**src/hw/rtl/grid_line_of_sight_check_macros.svh**
```systemverilog
// Assertion helpers shared by the RTL of the line-of-sight block.
// In synthesis builds the macros expand to nothing.
`ifndef GRID_LINE_OF_SIGHT_CHECK_MACROS_SVH
`define GRID_LINE_OF_SIGHT_CHECK_MACROS_SVH

`ifndef SYNTHESIS

// Same-cycle implication, checked out of reset.
`define GLOS_ASSERT_IMPLIES(name, clk, rst_n, ante, cons) \
    name: assert property (@(posedge clk) disable iff (!rst_n) (ante) |-> (cons)) \
        else $error("grid_line_of_sight_check: assertion failed");

// Next-cycle implication, checked out of reset.
`define GLOS_ASSERT_NEXT(name, clk, rst_n, ante, cons) \
    name: assert property (@(posedge clk) disable iff (!rst_n) (ante) |=> (cons)) \
        else $error("grid_line_of_sight_check: assertion failed");

`else

`define GLOS_ASSERT_IMPLIES(name, clk, rst_n, ante, cons)
`define GLOS_ASSERT_NEXT(name, clk, rst_n, ante, cons)

`endif

`endif

```
**src/hw/rtl/glos_ram.sv**
```systemverilog
`timescale 1ns / 1ps
`default_nettype none

module glos_ram #(
    parameter int  DATA_W = 8,
    parameter int  DEPTH  = 256,
    localparam int ADDR_W = $clog2(DEPTH)
) (
    input  logic              aclk,
    input  logic              wr_en,
    input  logic [ADDR_W-1:0] wr_addr,
    input  logic [DATA_W-1:0] wr_data,
    input  logic              rd_en,
    input  logic [ADDR_W-1:0] rd_addr,
    output logic [DATA_W-1:0] rd_data
);

    logic [DATA_W-1:0] mem [DEPTH];
    logic [DATA_W-1:0] rd_data_reg;

    always_ff @(posedge aclk) begin
        if (wr_en) begin
            mem[wr_addr] <= wr_data;
        end
        if (rd_en) begin
            rd_data_reg <= mem[rd_addr];
        end
    end

    assign rd_data = rd_data_reg;

endmodule

`default_nettype wire

```
**config.mk**
```make
export PLATFORM = sky130hd
export DESIGN_NAME = glos_ram
export DESIGN_NICKNAME = d
export VERILOG_FILES = /design/src/hw/rtl/grid_line_of_sight_check_macros.svh /design/src/hw/rtl/glos_ram.sv
export SDC_FILE = /design/constraint.sdc
export NUM_CORES = 2
export LEC_CHECK = 0
export BUFFER_PORTS_ARGS = -buffer_cell sky130_fd_sc_hd__buf_2
export CORE_ASPECT_RATIO = 0.8
export CORE_MARGIN = 2
export CORE_UTILIZATION = 36
export CTS_CLUSTER_DIAMETER = 150
export DETAILED_ROUTE_END_ITERATION = 12
export GPL_ROUTABILITY_DRIVEN = 0
export SYNTH_ARGS = -nofsm -noshare
export SYNTH_HDL_FRONTEND = slang
export SYNTH_SLANG_ARGS = --single-unit
```
**constraint.sdc**
```tcl
create_clock -name aclk -period 3.9 [get_ports aclk]
set_input_delay 0.78 -clock aclk [delete_from_list [all_inputs] [get_ports aclk]]
set_output_delay 0.78 -clock aclk [all_outputs]
set_load 0.01 [all_outputs]
```
# Yosys cells after proc, flatten, opt, wreduce, memory -nomap -nowiden

Memory sizes are Yosys's and may differ from the RTL's. A register that Yosys moved wholly into a read port is not among the register bits.
Index checks and enable logic that the tools add are counted.

Bits in registers: 0
Memory bits (writable): 2048
Input bits: 27
Word-level logic and storage cells: 3
Memories kept: 1

Muxes and demuxes: 2

Memory list:

| name | words | width | read ports | clocked after memory_dff | write ports | line           | RTL |
|---|---|---|---|---|---|---|---|
| mem  | 256   | 8     | 1          | 1                        | 1           | glos_ram.sv:18 | `logic [DATA_W-1:0] mem [DEPTH];` |

Operators with widths:

| kind             | number |
|---|---|
| 1-bit 2-to-1 mux | 2 |

# Longest topological paths before layout

Depth in word-level cells: 2
Mapped depth: 11

# Worst setup path after synthesis

Ideal clock, no wire load.

Path type: input-to-reg
Start point: in rd_addr[0]
End point: reg rd_data_reg[2] (netlist: rd_data[2]), read port of mem, data pin
Arrival time: 2587 ps
Data required time: 3631 ps
Slack: 1044 ps
Stages on the path: 9
Cell sequence: buf_6 buf_12 buf_8 buf_2 mux4_2 a22oi_1 a21oi_1 nor4_1 nor4_2

RTL lines:

| element            | line           | RTL |
|---|---|---|
| start: declaration | glos_ram.sv:14 | `input logic [ADDR_W-1:0] rd_addr,` |
| end: declaration   | glos_ram.sv:19 | `logic [DATA_W-1:0] rd_data_reg;` |

==> flow_summary.json <==
{
  "outcome": "finished, final reports clean",
  "cp_top_family": "simple AND/OR/NAND/NOR gates",
  "synth_ff_type": "edfxtp_1",
  "wl_per_cell_um": 28.0,
  "synth.most_common_cell": "edfxtp_1",
  "placed_area_mm2": 0.0865,
  "final-hold-violation-count": 0,
  "die_y_um": 425,
  "die_w_um": 530,
  "tns_ns": 0,
  "cp_max_fo": 24,
  "p_sw_mw": 9.69,
  "ant_nets": 0,
  "required_ns": 4.41,
  "synth-edff-count": 2056,
  "setup_violations": 0,
  "p_per_area_mw_per_mm2": 494,
  "finalInstanceArea_mm2": 0.0928,
  "p_leak_nw": 29.3,
  "seqPwrFrac_pct": 53.2,
  "drv_slew": 0,
  "pwr-share-comb_pct": 5.3,
  "rows": 154,
  "timing.critical_path.cells": "buf_8 > buf_4 > buf_4 > buf_4 > mux4_2 > o22ai_1 > nor3_1 > nor4_1 > nor4_1",
  "rsz0062_at_grt": "false",
  "root_buffer": "clkbuf_16",
  "antenna_found_initial": 21,
  "power.internal_mw": 36.2,
  "clkPwrFrac_pct": 41.5,
  "clk_path_buf_depth": 3,
  "largest_reg_flops": 2048,
  "synth.top_cells.by_area": "edfxtp_1 (78%), mux4_2 (13%), mux2i_1 (1.7%)",
  "relSlewSlack_pct": 7.37,
  "cpMostUsedCell": "buf_4",
  "vias": 40200,
  "clock_skew_ns": 0.0437,
  "yosys_warnings": 0,
  "dieArea_mm2": 0.225,
  "max_freq_ghz": 0.283,
  "cts_setup_buffers": 0,
  "synth_seq_area_share_pct": 77.5,
  "initial_core_util_pct": 36.2,
  "ioPinCount": 35,
  "max_stage_delay_ns": 1.16,
  "cts_resized": 0,
  "port_buffers": 34,
  "cts_tree": "yes",
  "cts.sinks": 2056,
  "synth.distinct_cells": 54,
  "hp-class": "primary input to flip-flop",
  "syn_area_mm2": 0.0796,
  "crit_arrival_ns": 4.05,
  "cts_made_buffers": 187,
  "grt.total_usage_pct": 18.2,
  "ir_worst_vdd_mv": 0.464,
  "grt_pass1_vias": 40000,
  "syn_nets": 3760,
  "clkLatencyLatePin_ns": 0.83,
  "syn_avg_cell_area_um2": 21.3,
  "grt_max_degree": 139,
  "drtIter0Drc": 5329,
  "min_period_ns": 3.53,
  "drt_wl_total_um": 206000,
  "yosys.area.top_type": "edfxtp_1",
  "cp_slowest_cell": "nor4_1",
  "overflow": 0,
  "synth_top_area_share_pct": 77.5,
  "max_cap_violations": 0,
  "async_flop_share_pct": 0,
  "netlist_top_cells_count": "edfxtp_1 (2056), mux4_2 (454), nor2_1 (282)",
  "tightest_slew_ns": 1.38,
  "endpoint_kind": "flip-flop",
  "cp.buffers_inverters": 4,
  "post-dp-hpwl_um": 133000,
  "p_total_mw": 45.8,
  "areaGrowthSynthToFinish_pct": 16.6,
  "grt_pass1_wl_um": 294000,
  "cp-start-kind": "primary input",
  "vias_per_cell": 5.48,
  "power_switching_share_pct": 21.1,
  "cts.reportedPaths.clkPinSlew_ns": 0.06,
  "cts_hold_buf": 0,
  "ys_seq_elements": 2056,
  "coreArea_mm2": 0.220,
  "critical_path_class": "primary input to flip-flop",
  "cts_max_level": 4,
  "fin_crit_sh_pct": 90.6,
  "synth_cells": 3733,
  "drc": 0,
  "drive_gt1_share_pct": 29.2,
  "fin_nets": 4245,
  "first_pass_iters": 5
}
## power groups by stage
stage               combinational (mW)  clock (mW)  sequential (mW)
finish                            2.41        19.0             24.4
global route                      2.54        20.2             24.4
CTS                               2.41        19.4             24.4
detailed placement                2.41           0             24.9
global placement                  2.38           0             24.9
floorplan                         1.18           0             24.9
## cells in the final DEF (no fill, tap or decap), types with 13 or more instances in the layout
| cell type | n |
|---|---|
| mux2i_1 | 134 |
| bufinv_16 | 29 |
| clkbuf_1 | 30 |
| nor3_1 | 22 |
| buf_2 | 22 |
| clkinv_1 | 46 |
| buf_4 | 454 |
| clkbuf_16 | 191 |
| nor2b_1 | 28 |
| o22ai_1 | 28 |
| nand2_1 | 33 |
| nor2_1 | 279 |
| mux4_2 | 454 |
| a221oi_1 | 13 |
| edfxtp_1 | 2056 |
| buf_12 | 43 |
| a21oi_1 | 96 |
| a211oi_1 | 16 |
| clkinv_2 | 36 |
| o221ai_1 | 46 |
| nand3_1 | 31 |
| a22oi_1 | 133 |
| nor4_1 | 23 |
## through the flow
step | setup WS [ns] | util [%] | hold WS [ns] | cells
2_1_floorplan | 1.04 | - | 0.864 | 3733
3_3_place_gp | -0.442 | 39.3 | 1.17 | 6993
3_5_place_dp | -0.446 | 39.3 | 1.19 | 6993
4_1_cts | 0.436 | 42.2 | 0.310 | 7341
5_1_grt | 0.258 | 42.2 | 0.316 | 7343
6_report | 0.366 | 42.2 | 0.365 | 7344
## worst register-to-register path: cells and delay by family, from the launching register on
family             cells  cell delay, ns
AOI/OAI and AO/OA      3            1.30
and+or+nand+nor        2            0.65
muxes                  1            0.49
DFF                    1            0.36
## metal layers
layer | global-route usage [%] | wire, um | up-vias
met5 | 0 | 59 | -
met4 | 4.43 | 4700 | 8
met3 | 5.34 | 21300 | 288
met2 | 26.4 | 90900 | 1828
met1 | 26.8 | 88600 | 21400
li1 | - | - | 16700
## logic make-up (layout without fill, tap and decap cells)
logic type / count (synthesis) / after routing / share of synthesized area [%]
AOI/OAI and AO/OA: 385 / 385 / 3.42
and+or+nand+nor: 466 / 466 / 2.63
DFF: 2056 / 2056 / 77.5
buffers and inverters: 235 / 879 / 1.83
muxes: 591 / 591 / 14.6
other: 0 / 3 / 0
## final timing paths
kind                            slack [ns]            startpoint  depth (start not counted)                   end
worst min register to register        1.18  mem[34][6]$_DFFE_PP_                          5  rd_data[6]$_DFFE_PP_
worst max-delay path                  0.37            rd_addr[0]                          9  rd_data[1]$_DFFE_PP_
worst min-delay path                  0.37                 rd_en                          1  rd_data[5]$_DFFE_PP_
worst max register to register        0.83  mem[80][3]$_DFFE_PP_                          6  rd_data[3]$_DFFE_PP_
## area by class of cell
cell class / count / area (um^2)
clock buffers: 221 / 4890
inverters: 2 / 7.51
fillers: 19100 / 127000
diodes: 3 / 7.51
repair buffers: 529 / 4530
multi-input cells: 1442 / 16500
well taps: 2964 / 3710
flip-flops and latches: 2056 / 61700
clock inverters: 127 / 1440
Power figures use the tool's default switching activity.
