<file path="config.mk">
export PLATFORM = sky130hd
export DESIGN_NAME = glos_cell_eval
export DESIGN_NICKNAME = d
export VERILOG_FILES = /design/src/hw/rtl/grid_line_of_sight_check_macros.svh /design/src/hw/rtl/glos_pkg.sv /design/src/hw/rtl/glos_cell_eval.sv
export SDC_FILE = /design/constraint.sdc
export NUM_CORES = 1
export LEC_CHECK = 0
export BUFFER_PORTS_ARGS = -buffer_cell sky130_fd_sc_hd__buf_4
export CORE_MARGIN = 8
export CORE_UTILIZATION = 40
export DETAILED_ROUTE_END_ITERATION = 8
export PLACE_DENSITY = 0.69
export SLEW_MARGIN = 20
export SYNTH_ARGS = -nofsm -noshare
export SYNTH_HDL_FRONTEND = slang
export SYNTH_SLANG_ARGS = --single-unit
export TNS_END_PERCENT = 10
</file>
<file path="constraint.sdc">
create_clock -name aclk -period 8.8 [get_ports aclk]
set_clock_uncertainty 0.15 [all_clocks]
set_input_delay 1.76 -clock aclk [delete_from_list [all_inputs] [get_ports aclk]]
set_output_delay 1.76 -clock aclk [all_outputs]
set_load 0.005 [all_outputs]
</file>
<file path="src/hw/rtl/grid_line_of_sight_check_macros.svh">
// Assertion helpers shared by the RTL of the line-of-sight block.
// In synthesis builds the macros expand to nothing.
`ifndef GRID_LINE_OF_SIGHT_CHECK_MACROS_SVH
`define GRID_LINE_OF_SIGHT_CHECK_MACROS_SVH

`ifndef SYNTHESIS

// Same-cycle implication, checked out of reset.
`define GLOS_ASSERT_IMPLIES(name, clk, rst_n, ante, cons) \
    name: assert property (@(posedge clk) disable iff (!rst_n) (ante) |-> (cons)) \
        else $error("grid_line_of_sight_check: assertion failed");

// Next-cycle implication, checked out of reset.
`define GLOS_ASSERT_NEXT(name, clk, rst_n, ante, cons) \
    name: assert property (@(posedge clk) disable iff (!rst_n) (ante) |=> (cons)) \
        else $error("grid_line_of_sight_check: assertion failed");

`else

`define GLOS_ASSERT_IMPLIES(name, clk, rst_n, ante, cons)
`define GLOS_ASSERT_NEXT(name, clk, rst_n, ante, cons)

`endif

`endif

</file>
<file path="src/hw/rtl/glos_pkg.sv">
`timescale 1ns / 1ps
`default_nettype none

package glos_pkg;

    localparam int MAX_WIDTH     = 256;
    localparam int MAX_HEIGHT    = 256;
    localparam int ROW_BYTES_MAX = (MAX_WIDTH + 31) / 32 * 4;
    localparam int BITMAP_DEPTH  = ROW_BYTES_MAX * MAX_HEIGHT;
    localparam int MEM_ADDR_W    = $clog2(BITMAP_DEPTH);

    // Fixed field widths of the transactions.
    localparam int BYTE_ADDR_W = 13;
    localparam int BYTE_W      = 8;
    localparam int COORD_W     = 8;
    localparam int DIM_W       = 9;
    localparam int CFG_INDEX_W = 1;

    // Largest byte address the cell arithmetic can produce:
    // 255 * 64 + 31 fits in 16 bits.
    localparam int FULL_ADDR_W = 16;
    localparam int ROW_BYTES_W = 7;

    // Input tdata layout, lowest bit first.
    localparam int F_ADDR_LSB  = 0;
    localparam int F_VALUE_LSB = F_ADDR_LSB + BYTE_ADDR_W;
    localparam int F_SX_LSB    = F_VALUE_LSB + BYTE_W;
    localparam int F_SY_LSB    = F_SX_LSB + COORD_W;
    localparam int F_EX_LSB    = F_SY_LSB + COORD_W;
    localparam int F_EY_LSB    = F_EX_LSB + COORD_W;
    localparam int F_END       = F_EY_LSB + COORD_W;
    localparam int S_TDATA_W   = (F_END + 7) / 8 * 8;
    localparam int M_TDATA_W   = 8;

    localparam logic OP_WRITE = 1'b0;
    localparam logic OP_QUERY = 1'b1;

    localparam logic [CFG_INDEX_W-1:0] CFG_MAP_WIDTH  = 1'b0;
    localparam logic [CFG_INDEX_W-1:0] CFG_MAP_HEIGHT = 1'b1;

    localparam logic [DIM_W-1:0] MAP_DIM_RESET = 9'd256;

    typedef enum logic [1:0] {
        ST_IDLE,
        ST_SCAN,
        ST_FLUSH,
        ST_DONE
    } scan_state_t;

    typedef struct packed {
        logic [COORD_W-1:0] sx;
        logic [COORD_W-1:0] sy;
        logic [COORD_W-1:0] ex;
        logic [COORD_W-1:0] ey;
    } query_t;

    typedef struct packed {
        logic               valid;
        logic [COORD_W-1:0] x;
        logic [COORD_W-1:0] y;
    } cell_issue_t;

    typedef struct packed {
        logic busy;
        logic hit;
    } eval_status_t;

endpackage

`default_nettype wire

</file>
<file path="src/hw/rtl/glos_cell_eval.sv">
`timescale 1ns / 1ps
`default_nettype none

module glos_cell_eval (
    input  logic                                  aclk,
    input  logic                                  aresetn,
    input  glos_pkg::cell_issue_t                 issue,
    input  glos_pkg::query_t                      query,
    input  logic [glos_pkg::DIM_W-1:0]            map_width,
    input  logic [glos_pkg::DIM_W-1:0]            map_height,
    output logic                                  rd_en,
    output logic [glos_pkg::MEM_ADDR_W-1:0]       rd_addr,
    input  logic [glos_pkg::BYTE_W-1:0]           rd_data,
    output glos_pkg::eval_status_t                status
);

    import glos_pkg::*;

    // Stage 0: cell geometry and bitmap address, read issued.
    logic signed [COORD_W:0]   dx, dy, qx, qy;
    logic                      endpoint, vert, horiz, force_on, need_cmp;
    logic [DIM_W:0]            w_sum;
    logic [ROW_BYTES_W-1:0]    row_bytes;
    logic [FULL_ADDR_W-1:0]    full_addr;
    logic                      in_map;

    assign dx = $signed({1'b0, query.ex}) - $signed({1'b0, query.sx});
    assign dy = $signed({1'b0, query.ey}) - $signed({1'b0, query.sy});
    assign qx = $signed({1'b0, issue.x}) - $signed({1'b0, query.sx});
    assign qy = $signed({1'b0, issue.y}) - $signed({1'b0, query.sy});

    assign endpoint = ((issue.x == query.sx) && (issue.y == query.sy))
                   || ((issue.x == query.ex) && (issue.y == query.ey));
    assign vert  = (dx == '0);
    assign horiz = (dy == '0);

    assign force_on = endpoint
                   || (vert && (issue.x == query.ex))
                   || (!vert && horiz && (issue.y == query.ey));
    // Off both axes of the start, and in the quadrant the line runs through.
    assign need_cmp = !endpoint && !vert && !horiz
                   && (qx != '0) && (qy != '0)
                   && ((dx[COORD_W] ^ dy[COORD_W]) == (qx[COORD_W] ^ qy[COORD_W]));

    // Rows are padded to whole 32-bit words.
    assign w_sum     = {1'b0, map_width} + (DIM_W + 1)'(31);
    assign row_bytes = {w_sum[DIM_W:5], 2'b00};
    assign full_addr = FULL_ADDR_W'(issue.y) * FULL_ADDR_W'(row_bytes)
                     + FULL_ADDR_W'(issue.x[COORD_W-1:3]);
    assign in_map = ({1'b0, issue.x} < map_width) && ({1'b0, issue.y} < map_height)
                 && (32'(full_addr) < 32'(BITMAP_DEPTH));

    assign rd_en   = issue.valid;
    assign rd_addr = MEM_ADDR_W'(full_addr);

    logic                    s1_valid_reg, s1_force_reg, s1_cmp_reg, s1_in_map_reg;
    logic signed [COORD_W:0] s1_qx_reg, s1_qy_reg;
    logic [2:0]              s1_bit_reg;

    always_ff @(posedge aclk) begin
        if (!aresetn) begin
            s1_valid_reg <= 1'b0;
        end else begin
            s1_valid_reg <= issue.valid;
        end
        s1_force_reg  <= force_on;
        s1_cmp_reg    <= need_cmp;
        s1_in_map_reg <= in_map;
        s1_qx_reg     <= qx;
        s1_qy_reg     <= qy;
        s1_bit_reg    <= issue.x[2:0];
    end

    // Stage 1: bitmap bit, the two cross-product terms and dx*qx.
    logic [2:0]                    bit_sel;
    logic                          blocked;
    logic signed [2*COORD_W+1:0]   p_a, p_b, p_c;

    assign bit_sel = 3'd7 - s1_bit_reg;
    assign blocked = !s1_in_map_reg || !rd_data[bit_sel];
    assign p_a = (2*COORD_W+2)'(dy) * (2*COORD_W+2)'(s1_qx_reg);
    assign p_b = (2*COORD_W+2)'(s1_qy_reg) * (2*COORD_W+2)'(dx);
    assign p_c = (2*COORD_W+2)'(dx) * (2*COORD_W+2)'(s1_qx_reg);

    logic                        s2_valid_reg, s2_force_reg, s2_cmp_reg, s2_blocked_reg;
    logic signed [2*COORD_W+1:0] s2_pa_reg, s2_pb_reg, s2_pc_reg;

    always_ff @(posedge aclk) begin
        if (!aresetn) begin
            s2_valid_reg <= 1'b0;
        end else begin
            s2_valid_reg <= s1_valid_reg;
        end
        s2_force_reg   <= s1_force_reg;
        s2_cmp_reg     <= s1_cmp_reg;
        s2_blocked_reg <= blocked;
        s2_pa_reg      <= p_a;
        s2_pb_reg      <= p_b;
        s2_pc_reg      <= p_c;
    end

    // Stage 2: ten times the cross-product error against |dx*qx|.
    logic signed [2*COORD_W+2:0] diff;
    logic [2*COORD_W+1:0]        abs_diff;
    logic [2*COORD_W:0]          abs_c;
    logic [2*COORD_W+5:0]        tenfold;
    logic                        on_line;

    assign diff     = (2*COORD_W+3)'(s2_pa_reg) - (2*COORD_W+3)'(s2_pb_reg);
    assign abs_diff = diff[2*COORD_W+2] ? (2*COORD_W+2)'(-diff) : diff[2*COORD_W+1:0];
    assign abs_c    = s2_pc_reg[2*COORD_W+1] ? (2*COORD_W+1)'(-s2_pc_reg)
                                             : s2_pc_reg[2*COORD_W:0];
    assign tenfold  = ((2*COORD_W+6)'(abs_diff) << 3) + ((2*COORD_W+6)'(abs_diff) << 1);
    assign on_line  = s2_force_reg || (s2_cmp_reg && (tenfold <= (2*COORD_W+6)'(abs_c)));

    assign status.hit  = s2_valid_reg && on_line && s2_blocked_reg;
    assign status.busy = s1_valid_reg || s2_valid_reg;

endmodule

`default_nettype wire

</file>
# Word level (Yosys, flattened, before mapping)
# Cells that the tools add are included.
# classes
addsub	11
mul	4
n_lt_le_gt_ge	5
n_eq_ne	5
n_mux	4
bitwise	2
n_reduce_logical	30
# op_table
cell	count
$mul A9 B9 Y18	3
$sub A8 B8 Y9	4
$eq A8 B8 Y1	4
$add A21 B19 Y22	1
$le A22 B17 Y1	1
$sub A18 B18 Y19	1
$logic_not A9 Y1	2
$lt A8 B9 Y1	2
$mux W18	1
$neg A18 Y18	1
$reduce_bool A9 Y1	2
$mux W17	1
$neg A17 Y17	1
$add A15 B5 Y16	1
$lt A16 B14 Y1 const B	1
$logic_and A1 B1 Y1	15
$mul A8 B5 Y13	1
$add A9 B5 Y10 const B	1
$logic_or A1 B1 Y1	6
$logic_not A1 Y1	5
$lt A3 B4 Y1 const B	1
$bmux W1 S3	1
$sub A3 B3 Y3 const A	1
$xor A1 B1 Y1	2
2 further kinds	2
# word_totals
reg_bits	83
output_inout_bits	16

# Longest topological paths before layout
# logic_depth
ltp_word	9
depth_mapped	35
ltp_nobuf	34

# Worst setup path before layout
# Ideal clock, no wire load.
# synth_path
kind	input to register
from	input port query[8] in the netlist's numbering
to	register s2_pc_reg[17]
setup_ps	122
t_arrival_ps	8079
slack_ps	449
path_stages	30
path_buffers	1
path_cell_list	inv_1 ha_1 inv_1 fa_1 nand2_1 nand2_1 a21oi_1 o21bai_1 a21oi_1 o21bai_1 a21oi_1 clkbuf_1 nand2_1 fa_1 inv_1 fa_1 fa_1 fa_1 fa_1 ha_1 a21oi_1 o21bai_1 a21oi_1 nor2b_1 o21a_1 o21ai_0 nand2b_1 a21oi_1 o21ai_0 xnor2_1
# synth_between
elab_chain_len	2
# synth_rtl
element	line_no	rtl
from (decl)	glos_cell_eval.sv:8	input glos_pkg::query_t query,
$sub A8 B8 Y9	glos_cell_eval.sv:27	assign dx = $signed({1'b0, query.ex}) - $signed({1'b0, query.sx});
$mul A9 B9 Y18	glos_cell_eval.sv:83	assign p_c = (2*COORD_W+2)'(dx) * (2*COORD_W+2)'(s1_qx_reg);
named net p_c[17]	glos_cell_eval.sv:77	logic signed [2*COORD_W+1:0] p_a, p_b, p_c;
to (signal assigned)	glos_cell_eval.sv:99	s2_pc_reg <= p_c;
to (decl)	glos_cell_eval.sv:86	logic signed [2*COORD_W+1:0] s2_pa_reg, s2_pb_reg, s2_pc_reg;
# The timed path passes the listed nets, and every way through them passes these cells.
# A chain may end at the register's enable or synchronous reset.

# Final worst setup path
# layout_path
from	input port map_width[1] in the netlist's numbering
to	output port rd_addr[12] in the netlist's numbering
# layout_between
elab_chain_len	3
# layout_rtl
element	line_no	rtl
from (decl)	glos_cell_eval.sv:9	input logic [glos_pkg::DIM_W-1:0] map_width,
$add A9 B5 Y10	glos_cell_eval.sv:46	assign w_sum = {1'b0, map_width} + (DIM_W + 1)'(31);
$mul A8 B5 Y13	glos_cell_eval.sv:48	assign full_addr = FULL_ADDR_W'(issue.y) * FULL_ADDR_W'(row_bytes)
$add A15 B5 Y16	glos_cell_eval.sv:49	+ FULL_ADDR_W'(issue.x[COORD_W-1:3]);
to (decl)	glos_cell_eval.sv:12	output logic [glos_pkg::MEM_ADDR_W-1:0] rd_addr,
# No other way between the ends.

==> results_dict.tcl <==
set metrics [dict create \
    path_cells "buf_4 -> or4_1 -> nor2_1 -> nor2_1 -> nand3_1 -> xnor2_1 -> nand2_1 -> fa_1 -> fa_1 -> fa_1 -> inv_1 -> ha_1 -> nor2b_1 -> o21ai_0 -> a21boi_0 -> o21ai_1 -> a21boi_1 -> o21a_1 -> nor2_1 -> xnor2_2 -> xnor2_1 -> buf_4" \
    synth_top_area_cell "fa_1" \
    htreeDepth 3 \
    synth-seq-area-share_pct 9.89 \
    layout.cells.non_filler 2535 \
    finish.utilization_pct 45.0 \
    netlist_instances 1889 \
    ys_ff_latch 83 \
    required_ns 6.89 \
    ant_nets 0 \
    r2r-end "s2_pa_reg[17]" \
    cts.sinks 83 \
    ys.flop_type "dfxtp_1" \
    worst_skew_pair.late_latency_ns 0.36 \
    dp_hpwl_um 32800 \
    hold_class "register to register" \
    cp-startpoint "map_width[1]" \
    synth_top_area_share_pct 28.0 \
    grt_pass1_wl_um 66600 \
    die_area_mm2 0.0488 \
    end_kind "primary output" \
    rows 75 \
    period_share_pct 97.2 \
    clk_transition_reported_paths_ns 0.07 \
    boundaryPins 93 \
    die-height_um 221 \
    area_growth_pct 11.5 \
    drc 0 \
    portBuffers 92 \
    drive_gt1_share_pct 9.62 \
    fmax_ghz 0.117 \
    grtUsageTotal_pct 16.1 \
    whs_ns 0.213 \
    start_util_pct 40.3 \
    reg2reg_from "s1_qx_reg[2]" \
    routed_wl_um 38800 \
    vias 12900 \
    vias_per_cell 5.09 \
    cp_data_arrival_time_ns 6.64 \
    synth_edf_count 0 \
    critPathMaxFanout 6 \
    finalNetCount 2538 \
    slowest_stage "or4_1" \
    cap_violations 0 \
    yosys_warnings 0 \
    max-slew-margin-rel_pct 39.4 \
    grt_max_degree 21 \
    fp.dieW_um 221 \
    r2r_slack_ns 2.90 \
    antenna_found_initial 0 \
    synth.avg_cell_area_um2 8.89 \
    start_kind "primary input" \
    maxSlewViolCount 0 \
    drtIter0Drc 634 \
    dr.pass1.iters 5 \
    syn_nets 2436 \
    netlist_area_mm2 0.0168 \
    core_mm2 0.0417 \
    post-route-min-period_ns 8.55 \
    overflow 0 \
    synth_cell_types 71 \
    path_class "primary input to primary output" \
    max_stage_delay_ns 0.56 \
    synth.area.top_cells "fa_1 (28%), ha_1 (18%), dfxtp_1 (9.9%), inv_1 (7.6%), xnor2_1 (6.0%)" \
    grt_pass1_vias 13900 \
    hold_buffers 0 \
    cts_buffer_depth 2 \
    gp_congestion 0.857 \
    setup_viol 0 \
    status "finished, final reports clean" \
    place_inst 2503 \
    crit_end "rd_addr[12]" \
    hold_violations 0 \
    ys_async_sr_fraction_pct 0 \
    cts_tree "yes" \
    tightestPinTransition_ns 0.905 \
    n_antenna_cell 0 \
    tritoncts.num_buffers 9 \
    avgRoutedWirePerCell_um 15.3 \
    reg2reg_depth 22 \
    cts-root-buf "clkbuf_16" \
]
==> layer usage <==
layer / GRT usage, % / wire length (um)
met1: 19.7 / 16900
met2: 29.3 / 19600
met3: 2.49 / 1720
met4: 3.57 / 663
met5: 0 / 0
==> placed cells by master (no fill, tap or decap), drive strengths merged, types with 41 or more instances in the layout <==
cell type  instances
nor2              61
a21o              41
xnor2            116
fa               235
xor2              49
nor2b             46
nand2            156
dfxtp             83
inv              346
and2             112
nand2b            45
a21oi             83
ha               235
o21ai             55
buf              130
==> critical path: cells and delay by family <==
kind                     cells  cell delay [ns]
AO/OA/AOI/OAI                5             0.82
XOR/XNOR                     3             0.47
adder cells (fa/ha/maj)      4             1.92
buffers and inverters        3             0.29
AND/OR/NAND/NOR              7             1.38
==> worst min-delay path by stage <==
stage | from | to | slack, ns | depth (start not counted)
detailed placement | s1_force_reg | s2_force_reg | 0.20 | 0
global route | s1_force_reg | s2_force_reg | 0.21 | 0
floorplan | s1_cmp_reg | s2_cmp_reg | 0.16 | 0
finish | s1_force_reg | s2_force_reg | 0.21 | 0
global placement | s1_force_reg | s2_force_reg | 0.20 | 0
CTS | s1_force_reg | s2_force_reg | 0.21 | 0
==> through the flow <==
stage               area [um2]  setup TNS [ns]  setup WS (ns)
floorplan                16800               0          0.449
global route             18700          -0.215         -0.132
global placement         18200               0          0.213
detailed placement       18200               0          0.109
finish                   18700               0          0.245
CTS                      18500               0         0.0446
==> cell type report <==
| type | count | area, um2 |
|---|---|---|
| multi-input cells | 1425 | 13800 |
| clock buffers | 9 | 225 |
| fillers | 4028 | 22900 |
| repair buffers | 130 | 976 |
| inverters | 342 | 1280 |
| flip-flops and latches | 83 | 1660 |
| well taps | 539 | 674 |
| clock inverters | 7 | 76.3 |
==> Yosys cell counts (5+ instances only) <==
library cell / count
nand2b_1: 45
nand3_1: 10
a211oi_1: 6
o21bai_1: 15
o31ai_1: 6
nand2_1: 156
o211ai_1: 6
inv_1: 342
and2_1: 110
nor2b_1: 46
nor3_1: 21
dfxtp_1: 83
ha_1: 235
nand4_1: 16
a21boi_0: 5
nor4_1: 5
xnor2_1: 115
or4_1: 9
a21o_1: 41
a21oi_1: 83
nor2_1: 61
o21a_1: 11
mux2i_1: 5
fa_1: 235
o21ai_0: 52
or3_1: 8
and3_1: 7
clkbuf_1: 34
xor2_1: 48
==> logic make-up (layout without fill, tap and decap cells) <==
kind of cell	after synthesis	count (layout)	synth area share [%]
compound gates	261	262	10.2
buf+inv	382	488	8.65
mux	9	9	0.700
flops	83	83	9.89
xor+xnor	165	165	8.76
fa+ha+maj	470	470	45.5
simple gates	519	519	16.2
==> what timing repair did <==
item,CTS,global route
pin swaps,0,11
setup buffers,0,15
gates cloned,0,1
endpoints found under the setup margin,1,4
resized for setup,6,29
hold endpoints to repair,0,0
Power is not shown: default switching activity piles up to over one toggle a cycle in this logic, so the estimate is an artifact.
