$ cat config.mk
export PLATFORM = sky130hd
export DESIGN_NAME = glos_scan_ctrl
export DESIGN_NICKNAME = d
export VERILOG_FILES = /design/src/hw/rtl/glos_pkg.sv /design/src/hw/rtl/glos_scan_ctrl.sv
export VERILOG_INCLUDE_DIRS = /design/src /design/src/hw/rtl
export SDC_FILE = /design/constraint.sdc
export NUM_CORES = 1
export LEC_CHECK = 0
export ABC_CLOCK_PERIOD_IN_PS = 3250
export BUFFER_PORTS_ARGS = -buffer_cell sky130_fd_sc_hd__buf_2
export CAP_MARGIN = 20
export CORE_MARGIN = 2
export CORE_UTILIZATION = 28
export DETAILED_ROUTE_END_ITERATION = 10
export GPL_TIMING_DRIVEN = 0
export PLACE_DENSITY = 0.57
export RECOVER_POWER = 100
export SLEW_MARGIN = 20
export SYNTH_ARGS = -nofsm -noshare
export SYNTH_HDL_FRONTEND = slang
export SYNTH_SLANG_ARGS = --single-unit
$ cat constraint.sdc
create_clock -name aclk -period 3.25 [get_ports aclk]
set_input_delay 0.1625 -clock aclk [delete_from_list [all_inputs] [get_ports aclk]]
set_output_delay 0.1625 -clock aclk [all_outputs]
set_load 0.05 [all_outputs]
$ cat src/hw/rtl/grid_line_of_sight_check_macros.svh
// Assertion helpers shared by the RTL of the line-of-sight block.
// In synthesis builds the macros expand to nothing.
`ifndef GRID_LINE_OF_SIGHT_CHECK_MACROS_SVH
`define GRID_LINE_OF_SIGHT_CHECK_MACROS_SVH

`ifndef SYNTHESIS

// Same-cycle implication, checked out of reset.
`define GLOS_ASSERT_IMPLIES(name, clk, rst_n, ante, cons) \
    name: assert property (@(posedge clk) disable iff (!rst_n) (ante) |-> (cons)) \
        else $error("grid_line_of_sight_check: assertion failed");

// Next-cycle implication, checked out of reset.
`define GLOS_ASSERT_NEXT(name, clk, rst_n, ante, cons) \
    name: assert property (@(posedge clk) disable iff (!rst_n) (ante) |=> (cons)) \
        else $error("grid_line_of_sight_check: assertion failed");

`else

`define GLOS_ASSERT_IMPLIES(name, clk, rst_n, ante, cons)
`define GLOS_ASSERT_NEXT(name, clk, rst_n, ante, cons)

`endif

`endif

$ cat src/hw/rtl/glos_pkg.sv
`timescale 1ns / 1ps
`default_nettype none

package glos_pkg;

    localparam int MAX_WIDTH     = 256;
    localparam int MAX_HEIGHT    = 256;
    localparam int ROW_BYTES_MAX = (MAX_WIDTH + 31) / 32 * 4;
    localparam int BITMAP_DEPTH  = ROW_BYTES_MAX * MAX_HEIGHT;
    localparam int MEM_ADDR_W    = $clog2(BITMAP_DEPTH);

    // Fixed field widths of the transactions.
    localparam int BYTE_ADDR_W = 13;
    localparam int BYTE_W      = 8;
    localparam int COORD_W     = 8;
    localparam int DIM_W       = 9;
    localparam int CFG_INDEX_W = 1;

    // Largest byte address the cell arithmetic can produce:
    // 255 * 64 + 31 fits in 16 bits.
    localparam int FULL_ADDR_W = 16;
    localparam int ROW_BYTES_W = 7;

    // Input tdata layout, lowest bit first.
    localparam int F_ADDR_LSB  = 0;
    localparam int F_VALUE_LSB = F_ADDR_LSB + BYTE_ADDR_W;
    localparam int F_SX_LSB    = F_VALUE_LSB + BYTE_W;
    localparam int F_SY_LSB    = F_SX_LSB + COORD_W;
    localparam int F_EX_LSB    = F_SY_LSB + COORD_W;
    localparam int F_EY_LSB    = F_EX_LSB + COORD_W;
    localparam int F_END       = F_EY_LSB + COORD_W;
    localparam int S_TDATA_W   = (F_END + 7) / 8 * 8;
    localparam int M_TDATA_W   = 8;

    localparam logic OP_WRITE = 1'b0;
    localparam logic OP_QUERY = 1'b1;

    localparam logic [CFG_INDEX_W-1:0] CFG_MAP_WIDTH  = 1'b0;
    localparam logic [CFG_INDEX_W-1:0] CFG_MAP_HEIGHT = 1'b1;

    localparam logic [DIM_W-1:0] MAP_DIM_RESET = 9'd256;

    typedef enum logic [1:0] {
        ST_IDLE,
        ST_SCAN,
        ST_FLUSH,
        ST_DONE
    } scan_state_t;

    typedef struct packed {
        logic [COORD_W-1:0] sx;
        logic [COORD_W-1:0] sy;
        logic [COORD_W-1:0] ex;
        logic [COORD_W-1:0] ey;
    } query_t;

    typedef struct packed {
        logic               valid;
        logic [COORD_W-1:0] x;
        logic [COORD_W-1:0] y;
    } cell_issue_t;

    typedef struct packed {
        logic busy;
        logic hit;
    } eval_status_t;

endpackage

`default_nettype wire

$ cat src/hw/rtl/glos_scan_ctrl.sv
`timescale 1ns / 1ps
`default_nettype none

`include "grid_line_of_sight_check_macros.svh"

module glos_scan_ctrl (
    input  logic                    aclk,
    input  logic                    aresetn,
    input  logic                    s_tvalid,
    output logic                    s_tready,
    input  logic                    s_op,
    input  glos_pkg::query_t        s_query,
    output glos_pkg::query_t        query,
    output glos_pkg::cell_issue_t   issue,
    input  glos_pkg::eval_status_t  status,
    output logic                    m_tvalid,
    input  logic                    m_tready,
    output logic                    m_line_clear
);

    import glos_pkg::*;

    scan_state_t        state_reg, state_next;
    query_t             query_reg;
    logic [COORD_W-1:0] x_lo_reg, x_hi_reg, y_lo_reg, y_hi_reg;
    logic [COORD_W-1:0] x_reg, x_next, y_reg, y_next;
    logic [COORD_W-1:0] x_lo_in, x_hi_in, y_lo_in, y_hi_in;
    logic               fail_reg;
    logic               out_valid_reg, out_valid_next, out_clear_reg;
    logic               q_accept, row_end, scan_last, out_load;
    logic               issue_valid;

    assign q_accept  = s_tvalid && s_tready && (s_op == OP_QUERY);
    assign row_end   = (x_reg == x_hi_reg);
    assign scan_last = row_end && (y_reg == y_hi_reg);

    assign x_lo_in = (s_query.sx < s_query.ex) ? s_query.sx : s_query.ex;
    assign x_hi_in = (s_query.sx < s_query.ex) ? s_query.ex : s_query.sx;
    assign y_lo_in = (s_query.sy < s_query.ey) ? s_query.sy : s_query.ey;
    assign y_hi_in = (s_query.sy < s_query.ey) ? s_query.ey : s_query.sy;

    always_comb begin
        state_next = state_reg;
        case (state_reg)
            ST_IDLE: begin
                if (q_accept) begin
                    state_next = ST_SCAN;
                end
            end
            ST_SCAN: begin
                if (scan_last) begin
                    state_next = ST_FLUSH;
                end
            end
            ST_FLUSH: begin
                if (!status.busy) begin
                    state_next = ST_DONE;
                end
            end
            ST_DONE: begin
                if (!out_valid_reg || m_tready) begin
                    state_next = ST_IDLE;
                end
            end
            default: begin
                state_next = ST_IDLE;
            end
        endcase
    end

    always_comb begin
        s_tready    = 1'b0;
        issue_valid = 1'b0;
        out_load    = 1'b0;
        case (state_reg)
            ST_IDLE: begin
                s_tready = 1'b1;
            end
            ST_SCAN: begin
                issue_valid = 1'b1;
            end
            ST_FLUSH: begin
                s_tready = 1'b0;
            end
            ST_DONE: begin
                out_load = !out_valid_reg || m_tready;
            end
            default: begin
                s_tready = 1'b0;
            end
        endcase
    end

    // Row-major walk of the bounding box.
    always_comb begin
        x_next = x_reg;
        y_next = y_reg;
        if (q_accept) begin
            x_next = x_lo_in;
            y_next = y_lo_in;
        end else if (state_reg == ST_SCAN) begin
            if (row_end) begin
                x_next = x_lo_reg;
                y_next = y_reg + COORD_W'(1);
            end else begin
                x_next = x_reg + COORD_W'(1);
            end
        end
    end

    always_comb begin
        out_valid_next = out_valid_reg;
        if (out_load) begin
            out_valid_next = 1'b1;
        end else if (m_tready) begin
            out_valid_next = 1'b0;
        end
    end

    always_ff @(posedge aclk) begin
        if (!aresetn) begin
            state_reg     <= ST_IDLE;
            out_valid_reg <= 1'b0;
            fail_reg      <= 1'b0;
        end else begin
            state_reg     <= state_next;
            out_valid_reg <= out_valid_next;
            if (q_accept) begin
                fail_reg <= 1'b0;
            end else if (status.hit) begin
                fail_reg <= 1'b1;
            end
        end
        x_reg <= x_next;
        y_reg <= y_next;
        if (q_accept) begin
            query_reg <= s_query;
            x_lo_reg  <= x_lo_in;
            x_hi_reg  <= x_hi_in;
            y_lo_reg  <= y_lo_in;
            y_hi_reg  <= y_hi_in;
        end
        if (out_load) begin
            out_clear_reg <= !fail_reg;
        end
    end

    assign query        = query_reg;
    assign issue.valid  = issue_valid;
    assign issue.x      = x_reg;
    assign issue.y      = y_reg;
    assign m_tvalid     = out_valid_reg;
    assign m_line_clear = out_clear_reg;

    `GLOS_ASSERT_IMPLIES(a_no_accept_while_busy, aclk, aresetn, status.busy, !s_tready)
    `GLOS_ASSERT_NEXT(a_query_starts_scan, aclk, aresetn, q_accept, state_reg == ST_SCAN)
    `GLOS_ASSERT_IMPLIES(a_scan_in_box, aclk, aresetn, state_reg == ST_SCAN, (x_reg >= x_lo_reg) && (x_reg <= x_hi_reg) && (y_reg >= y_lo_reg) && (y_reg <= y_hi_reg))
    `GLOS_ASSERT_IMPLIES(a_result_after_done, aclk, aresetn, $rose(out_valid_reg), $past(state_reg) == ST_DONE)

endmodule

`default_nettype wire

Word level (Yosys, flattened, before mapping)
Index checks and enable logic that the tools add are counted.

Register bits after elaboration: 77. Input port bits: 39. Output and inout port bits: 52. Word-level logic and storage cells: 60.

Add/subtract/negate cells: 2. Magnitude comparators: 2. Equality and inequality tests: 9. Multiplexer cells: 20. Bitwise operators: 1. Reduce and logical (&&, ||, !) cells: 13.

Operator list (number): $mux W8 (10); $add A8 B1 Y8 const B (2); $eq A8 B8 Y1 (2); $lt A8 B8 Y1 (2); $mux W2 (4); $ne A2 B2 Y1 const B (4); $pmux W2 S4 (1); $reduce_bool A2 Y1 (3); $mux W1 (5); $eq A2 B2 Y1 const B (2); $reduce_and A4 Y1 (1); $logic_and A1 B1 Y1 (3); $eq A2 B1 Y1 const B (1); $logic_not A1 Y1 (2); $logic_not A2 Y1 (1); $reduce_and A2 Y1 (1); $reduce_or A2 Y1 (1); $logic_or A1 B1 Y1 (1); $not A1 Y1 (1).

Logic depth before layout (Yosys ltp)
Gate-level depths: netlist (run 1).

Word-level depth: 6. Gate-level depth with buffers: 8. Depth with buffers taken out: 7.

Worst setup path before layout (run 1)
No wires, ideal clock.

Path type: register to register. From: reg state_reg[0]. To: reg y_reg[1] (data pin). Library setup time: 0.352 ns. Arrival time: 3.120 ns. Data required time: 2.898 ns. Setup slack: -0.222 ns. Cell stages (with the launch flop): 7. Buffers on the path: 1. Clock period less this slack: 3.472 ns. Path through: dfxtp_1 inv_1 ha_1 nand3_1 inv_1 clkbuf_1 a21oi_1.

Longest elaborated chain between the ends: 5.

Ends and longest elaborated chain: from (decl) (line glos_scan_ctrl.sv:23) `scan_state_t state_reg, state_next;`; from (signal assigned) (line glos_scan_ctrl.sv:126) `state_reg <= state_next;`; $logic_not A2 Y1 (line glos_scan_ctrl.sv:75) `case (state_reg)`; $mux W1 (line glos_scan_ctrl.sv:75); net s_tready (line glos_scan_ctrl.sv:10) `output logic s_tready,`; $logic_and A1 B1 Y1 (2 in series) (line glos_scan_ctrl.sv:33) `assign q_accept = s_tvalid && s_tready && (s_op == OP_QUERY);`; net q_accept (line glos_scan_ctrl.sv:30) `logic q_accept, row_end, scan_last, out_load;`; $mux W8 (line glos_scan_ctrl.sv:98) `if (q_accept) begin`; net y_next[1] (line glos_scan_ctrl.sv:26) `logic [COORD_W-1:0] x_reg, x_next, y_reg, y_next;`; to (signal assigned) (line glos_scan_ctrl.sv:135) `y_reg <= y_next;`; to (decl) (line glos_scan_ctrl.sv:26).

The timed path passes the listed nets, and every way through them passes these cells. A chain may end at the register's enable or synchronous reset.

Worst setup path after layout (run 1)
From: in s_query[10] (netlist name). To: reg x_reg[5] (data pin).

Longest elaborated chain between the ends: 3.

Ends and longest elaborated chain: from (decl) (line glos_scan_ctrl.sv:12) `input glos_pkg::query_t s_query,`; $lt A8 B8 Y1 (line glos_scan_ctrl.sv:37) `assign x_lo_in = (s_query.sx < s_query.ex) ? s_query.sx : s_query.ex;`; $mux W8 (line glos_scan_ctrl.sv:37); net x_lo_in[5] (line glos_scan_ctrl.sv:27) `logic [COORD_W-1:0] x_lo_in, x_hi_in, y_lo_in, y_hi_in;`; $mux W8 (line glos_scan_ctrl.sv:98); net x_next[5] (line glos_scan_ctrl.sv:26); to (signal assigned) (line glos_scan_ctrl.sv:134) `x_reg <= x_next;`; to (decl) (line glos_scan_ctrl.sv:26).

The timed path passes the listed nets, and every way through them passes these cells.

==> reports/metrics.cfg, run 1 <==
[placement]
dp_hpwl_um=6047
io_buffers=90
place_area_um2=4507
gp_congestion=0.7474

[sta]
relSlewSlack_pct=34.78
fmax_ghz=0.3753
setup_viol=0
rsz0062_at_grt=false
worstMarginPinSlew_ps=978.3
post-route-period-util_pct=81.98
period_needed_ps=2664
fin_skew_ps=4.749
hold_viol=0
hold_slack_ps=75.32
tns_ps=0
slew_violations=0

[pwr]
peakVddDrop_mv=0.2574
p_leak_nw=1.753
totalPowerFinal_mw=3.742
p_per_area_nw_per_um2=801.6

[synth]
ys_seq_elements=77
synth_warnings=0
yosysMostFrequentCell=edfxtp_1
synth_common_cells=edfxtp_1, mux2_2, ha_1, xor2_1, inv_1
yosysTopAreaCell=edfxtp_1
syn-num-nets=337
avgSynthCellArea_um2=13.74
yosys_most_used_dff=edfxtp_1
seq_area_frac_synth_pct=59.72
synth.area.top_cells=edfxtp_1, mux2_2, ha_1
syn_inst=277
synth_cell_type_count=35
synth_edf_count=73
async_flop_share_pct=0
synth_top_area_share_pct=57.61
syn_area_um2=3805

[finish]
nFillCells=1370
finalInstanceArea_um2=4668
antenna_cells=0
fin_nets=439
syn_to_final_growth_pct=22.69
drive_above_1_share_pct=11.72
largest_register_ffs=32

[die]
coreArea_um2=13240
die_height_um=120.6
start_util_pct=28.73
die_w_um=120.6
die_area_um2=14540
num_io_pins=91
row_count=42

[critical_path]
worstPathRequired_ps=3340
crit_path_top_delay_cell=nor3_2
path_max_fanout=10
cp.arrival_ps=2760
critPathTopFamily=buffers and inverters
setup.worst_path.start_class=input port
end_kind=flip-flop
cp_cell_sequence=clkbuf_1 > inv_1 > ha_1 > a211oi_1 > a211oi_1 > nor3_2 > clkbuf_1 > mux2_1 > a21o_1
critPathMaxStageDelay_ps=520
critical_path_buf_inv_count=3
criticalPathCategory=in2reg

[clock_tree]
path_clk_slew_ps=60
cts_tree=done
holdBufCountCts=0
cts_sinks=77
htreeDepth=3
clockBufferDepth=2
root_buffer=clkbuf_16
numCtsBuffers=9
post_cts_buffers=0
clock_latency_ps=340
cts_resized=0

[detailed_routing]
drt_iter0_markers=90
drc=0
drtAntennaViolNets=0
drt-vias-per-instance=4.454
wl_um=8368
wl_per_cell_um=14.94
dr.pass1.iters=4
num_vias=2494

[grt]
grt_pass1_wl_um=13410
grt_max_degree=47
antenna_found_initial=0
grt-ovfl-total=0
grt_usage_pct=12.17
grt_pass1_vias=2583

[min_path]
hp-class=in2reg

[status]
status=finished, final reports clean

[run]
cap_viol_max_count=0

## metal layers
metal,global-route usage (%),part of all wire (%),routed length (um)
met3,2.406,4.8,400
met2,18.86,46,3854
met4,7.267,2.6,216
met5,0,0,0
met1,15.73,47,3896
## power breakdown
part	switching (mW)	total (mW)	internal [mW]
Clock	0.391	0.978	0.587
Sequential	0.142	1.49	1.35
Combinational	0.899	1.28	0.377
Total	1.43	3.74	2.31
## path summary, 6_finish.rpt
check	from	to	slack, ps	cells after the start
max	s_query[10]	x_reg[5]	590	9
min	status[0]	fail_reg	80	3
max reg2reg	x_reg[4]	x_reg[5]	820	7
min reg2reg	fail_reg	m_line_clear	450	1
## worst min-delay path, cell delays in order
cell	delay (ps)
buf_2	70
o21ai_0	70
nor2_1	70
## logic make-up (layout without fill, tap and decap cells)
family,Yosys count,after routing,share of synthesized area (%)
flops,77,77,59.72
fa+ha+maj,21,21,6.906
simple gates,52,52,6.971
xor+xnor,28,28,6.445
compound gates,40,40,7.333
buf+inv,26,133,3.091
mux,33,33,9.536
## layout make-up
| type | count | area [um^2] | area share (%) |
|---|---|---|---|
| Buffer | 7 | 45.04 | 0.9649 |
| Clock buffer | 10 | 229.0 | 4.905 |
| Clock inverter | 6 | 53.80 | 1.153 |
| Inverter | 19 | 71.32 | 1.528 |
| Multi-Input combinational cell | 174 | 1404 | 30.07 |
| Sequential cell | 77 | 2272 | 48.67 |
| Tap cell | 176 | 220.2 | 4.717 |
| Timing Repair Buffer | 91 | 372.9 | 7.987 |
## stage by stage
step | setup WS [ps] | util (%) | cells
6_report | 585.5 | 35.25 | 560
5_1_grt | 374.7 | 35.25 | 560
3_5_place_dp | 592.5 | 34.03 | 544
2_1_floorplan | 691.8 | - | 277
3_3_place_gp | 534.9 | 33.81 | 543
4_1_cts | 855.2 | 36.17 | 560
## placed cells by master (no fill, tap or decap), drive strengths merged, types with 8 or more instances in the layout
| cell | count |
|---|---|
| nor2 | 18 |
| buf | 9 |
| inv | 19 |
| a21oi | 13 |
| xor2 | 21 |
| mux2 | 26 |
| clkbuf | 99 |
| edfxtp | 73 |
| ha | 21 |
| a211oi | 8 |
Note: power is estimated with default switching activity, not from simulation.
==> run 2, diff against run 1 <==
- ABC_CLOCK_PERIOD_IN_PS: 3250 -> 2550
- PLACE_DENSITY: 0.57 -> 0.55
- clock period: 3.25 -> 2.55 ns (I/O delays scaled with it)
==> reports/metrics.cfg, run 2 (same netlist as run 1, synthesis figures left out) <==
[status]
status=finished, final reports clean

[die]
die_w_um=120.6  ; unchanged
start_util_pct=28.73  ; unchanged
die_height_um=120.6  ; unchanged
num_io_pins=91  ; unchanged
row_count=42  ; unchanged
die_area_um2=14540  ; unchanged
coreArea_um2=13240  ; unchanged

[sta]
hold_viol=0  ; unchanged
fin_skew_ps=9.920  ; +5.171 ps
period_needed_ps=2308
relSlewSlack_pct=44.27  ; +9.5 points
slew_violations=0  ; unchanged
rsz0062_at_grt=false
hold_slack_ps=32.78  ; -42.54 ps
setup_viol=0  ; unchanged
fin_ws_ps=242.0  ; -343.5 ps
fmax_ghz=0.4333
post-route-period-util_pct=90.51
worstMarginPinSlew_ps=836.0  ; -142.3 ps

[detailed_routing]
num_vias=2518  ; +0.96%
wl_per_cell_um=14.76  ; -1.2%
drt_iter0_markers=101  ; +12%
drc=0  ; unchanged
drt-vias-per-instance=4.472  ; +0.42%
dr.pass1.iters=4  ; unchanged
drtAntennaViolNets=0  ; unchanged
wl_um=8308  ; -0.72%

[grt]
grt_usage_pct=11.81  ; -0.37 points
grt_max_degree=66  ; +40%
grt_pass1_wl_um=12940  ; -3.5%
antenna_found_initial=0  ; unchanged
grt_pass1_vias=2555  ; -1.1%
grt-ovfl-total=0  ; unchanged

[finish]
finalInstanceArea_um2=4672  ; about the same
final_common_cell=clkbuf_1
syn_to_final_growth_pct=22.79  ; about the same
antenna_cells=0  ; unchanged
largest_register_ffs=32  ; unchanged
fin_nets=443  ; +0.91%
mostFrequentLayoutCells=clkbuf_1, edfxtp_1, xor2_1, ha_1
nFillCells=1344  ; -1.9%
drive_above_1_share_pct=12.14  ; +0.43 points

[critical_path]
setup.worst_path.start_class=input port
startpoint=s_query[1]
cp.arrival_ps=2360  ; -400 ps
end_kind=flip-flop
worstPathRequired_ps=2600  ; -740 ps
reg2reg_from=x_reg[7]
path_max_fanout=10  ; unchanged
criticalPathCategory=in2reg

[placement]
gp_congestion=0.7479  ; about the same
preCtsSetupSlack_ps=-0.09392  ; -592.5 ps
io_buffers=90  ; unchanged
dp_hpwl_um=5987  ; -0.99%
place_area_um2=4479  ; -0.61%

[clock_tree]
htreeDepth=3  ; unchanged
root_buffer=clkbuf_16
clock_latency_ps=340  ; about the same
cts_tree=done
path_clk_slew_ps=60  ; about the same
numCtsBuffers=9  ; unchanged
cts_sinks=77  ; unchanged
clockBufferDepth=2  ; unchanged

[run]
cap_viol_max_count=0  ; unchanged

[pwr]
p_per_area_nw_per_um2=992.4  ; +24%
p_leak_nw=1.750  ; -0.14%
peakVddDrop_mv=0.3827  ; +49%

[min_path]
hold_start=status[0]
hp-class=in2reg

run 2: cell types whose count changed in the layout (fill, tap and decap cells not counted), moves of 2 or more:
cell | before | now
dlygate4sd3_1 | 0 | 2
buf_4 | 1 | 4
clkinv_1 | 1 | 3
clkinv_2 | 4 | 1
run 2: area by class of cell:
type / count / area (um^2) / share of cell area [%]
Timing Repair Buffer: 95 / 387.9 / 8.302
Tap cell: 176 / 220.2 / 4.713
Clock buffer: 11 / 232.7 / 4.981
Sequential cell: 77 / 2272 / 48.63
Buffer: 7 / 50.05 / 1.071
Clock inverter: 4 / 16.27 / 0.3482
Multi-Input combinational cell: 174 / 1421 / 30.42
Inverter: 19 / 71.32 / 1.527
run 2: final timing paths:
kind	endpoint	slack, ps	depth (start not counted)
hold reg to reg	m_line_clear	450	1
setup / recovery	y_reg[1]	240	10
setup reg to reg	x_reg[4]	330	7
hold / removal	fail_reg	30	3
run 2: power breakdown:
| part | switching [mW] | total [mW] | internal (mW) | leakage [nW] |
|---|---|---|---|---|
| Combinational | 1.15 | 1.63 | 0.476 | 0.916 |
| Sequential | 0.180 | 1.90 | 1.72 | 0.712 |
| Clock | 0.466 | 1.11 | 0.642 | 0.122 |
| Total | 1.80 | 4.64 | 2.84 | 1.75 |
run 2: stage by stage:
| stage | TNS (ps) | total power [mW] | instances | utilization, % |
|---|---|---|---|---|
| 2_1_floorplan | 0 | 3.162 | 277 | - |
| 3_3_place_gp | 0 | 3.574 | 543 | 33.82 |
| 3_5_place_dp | -0.09392 | 3.608 | 543 | 33.82 |
| 4_1_cts | 0 | 4.743 | 560 | 35.86 |
| 5_1_grt | 0 | 4.910 | 563 | 35.28 |
| 6_report | 0 | 4.636 | 563 | 35.28 |
run 2: repair_timing:
action | in CTS | in global routing
endpoints found under the setup margin | 0 | 7
gates resized for setup | 0 | 2
hold endpoints to repair | 2 | 0
buffers inserted | 0 | 3
hold buffers | 2 | 0
run 2: worst max-delay path: stages:
cell and delay [ps]:
dlygate4sd3_1 520, clkbuf_1 160, inv_1 60, ha_1 280, a21o_1 170, a211o_1 330, a21oi_4 190, buf_8 180
mux2i_1 250, a21oi_1 90
run 2: metal layers:
metal	GRT usage [%]	part of all wire [%]	vias to the layer above
met1	15.41	46	1204
li1	-	-	1242
met3	4.292	5.6	11
met2	17.80	46	61
met4	4.651	1.8	0
met5	0	0	-
==> run 3, diff against run 2 <==
- CORE_UTILIZATION: 28 -> 45
- PLACE_DENSITY: 0.55 -> 0.77
==> reports/metrics.cfg, run 3 (same netlist as run 1, synthesis figures left out) <==
[critical_path]
path_max_fanout=7  ; -3
cp.arrival_ps=2580  ; +220 ps
cp_cell_sequence=dlygate4sd3_1 > buf_2 > inv_1 > ha_1 > a211oi_1 > nor2_1 > nor3_4 > buf_4 > mux2_2 > mux2_2
critical_path_buf_inv_count=4  ; unchanged
critPathMaxStageDelay_ps=530  ; about the same
crit_path_top_delay_cell=dlygate4sd3_1
cpMostUsedCell=mux2_2
critPathTopFamily=buffers and inverters
end_kind=flip-flop
worstPathRequired_ps=2650  ; +50 ps
setup.worst_path.start_class=input port
criticalPathCategory=in2reg

[die]
row_count=33  ; -21%
coreArea_um2=8217  ; -38%
num_io_pins=91  ; unchanged
start_util_pct=46.31  ; +18 points
die_area_um2=9206  ; -37%
die_w_um=95.95  ; -20%
die_height_um=95.95  ; -20%

[placement]
preCtsSetupSlack_ps=27.31  ; +27.40 ps
dp_hpwl_um=5468  ; -8.7%
placed_cells=472  ; -13%
io_buffers=90  ; unchanged
gp_congestion=0.7864  ; +5.1%

[detailed_routing]
drt_iter0_markers=102  ; +0.99%
wl_um=7977  ; -4.0%
drt-vias-per-instance=5.079  ; +14%
num_vias=2641  ; +4.9%
wl_met2_um=4064  ; +5.6%
wl_per_cell_um=15.34  ; +4.0%
wirelength_met1_um=3497  ; -9.1%
wl_met3_um=297  ; -36%
dr.pass1.iters=5  ; +1
drtAntennaViolNets=0  ; unchanged
drc=0  ; unchanged
top_layer=met4

[grt]
grt_usage_pct=17.20  ; +5.4 points
grt_pass1_wl_um=11920  ; -7.9%
grt-ovfl-total=0  ; unchanged
antenna_found_initial=0  ; unchanged
grt_max_degree=66  ; unchanged
grt_pass1_vias=2500  ; -2.2%

[sta]
hold_slack_ps=40.18  ; +7.403 ps
setup_viol=0  ; unchanged
post-route-period-util_pct=97.38  ; +6.9 points
fin_skew_ps=16.31  ; +6.386 ps
relSlewSlack_pct=39.76  ; -4.5 points
period_needed_ps=2483  ; +175.2 ps
rsz0062_at_grt=false
worstMarginPinSlew_ps=903.6  ; +67.57 ps
tns_ps=0  ; unchanged
slew_violations=0  ; unchanged
fmax_ghz=0.4027  ; -7.1%
fin_ws_ps=66.87  ; -175.2 ps
hold_viol=0  ; unchanged

[finish]
antenna_cells=0  ; unchanged
final_common_cell=clkbuf_1
mostFrequentLayoutCells=clkbuf_1, edfxtp_1, dlygate4sd3_1, mux2_2
drive_above_1_share_pct=15.66  ; +3.5 points
fin_cells=520  ; -7.6%
largest_register_ffs=32  ; unchanged
fin_nets=470  ; +6.1%
utilization_pct=58.58  ; +23 points
syn_to_final_growth_pct=26.50

[min_path]
hp-class=in2reg

[clock_tree]
cts_tree=done
htreeDepth=3  ; unchanged
path_clk_slew_ps=70  ; about the same
numCtsBuffers=9  ; unchanged
clock_latency_ps=350  ; about the same
root_buffer=clkbuf_8
cts_sinks=77  ; unchanged
clockBufferDepth=2  ; unchanged

[pwr]
peakVddDrop_mv=0.4147  ; +8.4%
p_per_area_nw_per_um2=928.1  ; -6.5%
p_leak_nw=1.844  ; +5.4%

[status]
status=finished, final reports clean

[run]
cap_viol_max_count=0  ; unchanged

-- run 3: timing repair --
action / in CTS / in global routing
setup endpoints to repair: 0 / 15
resized for setup: 0 / 5
setup buffers: 0 / 5
endpoints found under the hold margin: 25 / 2
hold buffers: 25 / 2
-- run 3: worst register-to-register path: cells and delay by family (launching register included) --
kind            cells  cell delay, ps
compound gates      1             210
fa+ha+maj           1             210
buf+inv             3            1080
flops               1             330
simple gates        1             140
-- run 3: power breakdown --
group | leakage [nW] | total (mW) | internal (mW) | switching (mW)
registers | 0.712 | 1.89 | 1.72 | 0.174
logic | 1.04 | 1.67 | 0.514 | 1.16
clock network | 0.0923 | 0.905 | 0.451 | 0.454
-- run 3: area by class of cell --
class	count	area [um^2]
buffer	7	53.80
clock buffer	10	127.6
clock inverter	6	63.81
fill	709	3403
inverter	19	71.32
multi-input combinational	174	1438
sequential	77	2272
tap	105	131.4
timing repair buffer	122	655.6
-- run 3: path summary, 6_finish.rpt --
kind / startpoint / end / slack [ps] / depth (start not counted)
setup / recovery: s_query[12] / x_reg[7] / 70 / 10
hold / removal: status[0] / fail_reg / 40 / 3
setup reg to reg: state_reg[0] / y_reg[1] / 290 / 6
hold reg to reg: fail_reg / m_line_clear / 440 / 1
-- run 3: routing by layer --
layer | vias up | track usage [%]
met4 | 0 | 6.786
met5 | - | 0
met1 | 1278 | 22.60
li1 | 1294 | -
met2 | 60 | 28.50
met3 | 9 | 2.897
-- run 3: per-stage QoR --
step | power [mW] | instance area (um^2)
floorplan | 3.162 | 3809
global placement | 3.526 | 4390
detailed placement | 3.580 | 4390
CTS | 4.507 | 4832
global route | 4.692 | 4813
finish | 4.467 | 4813
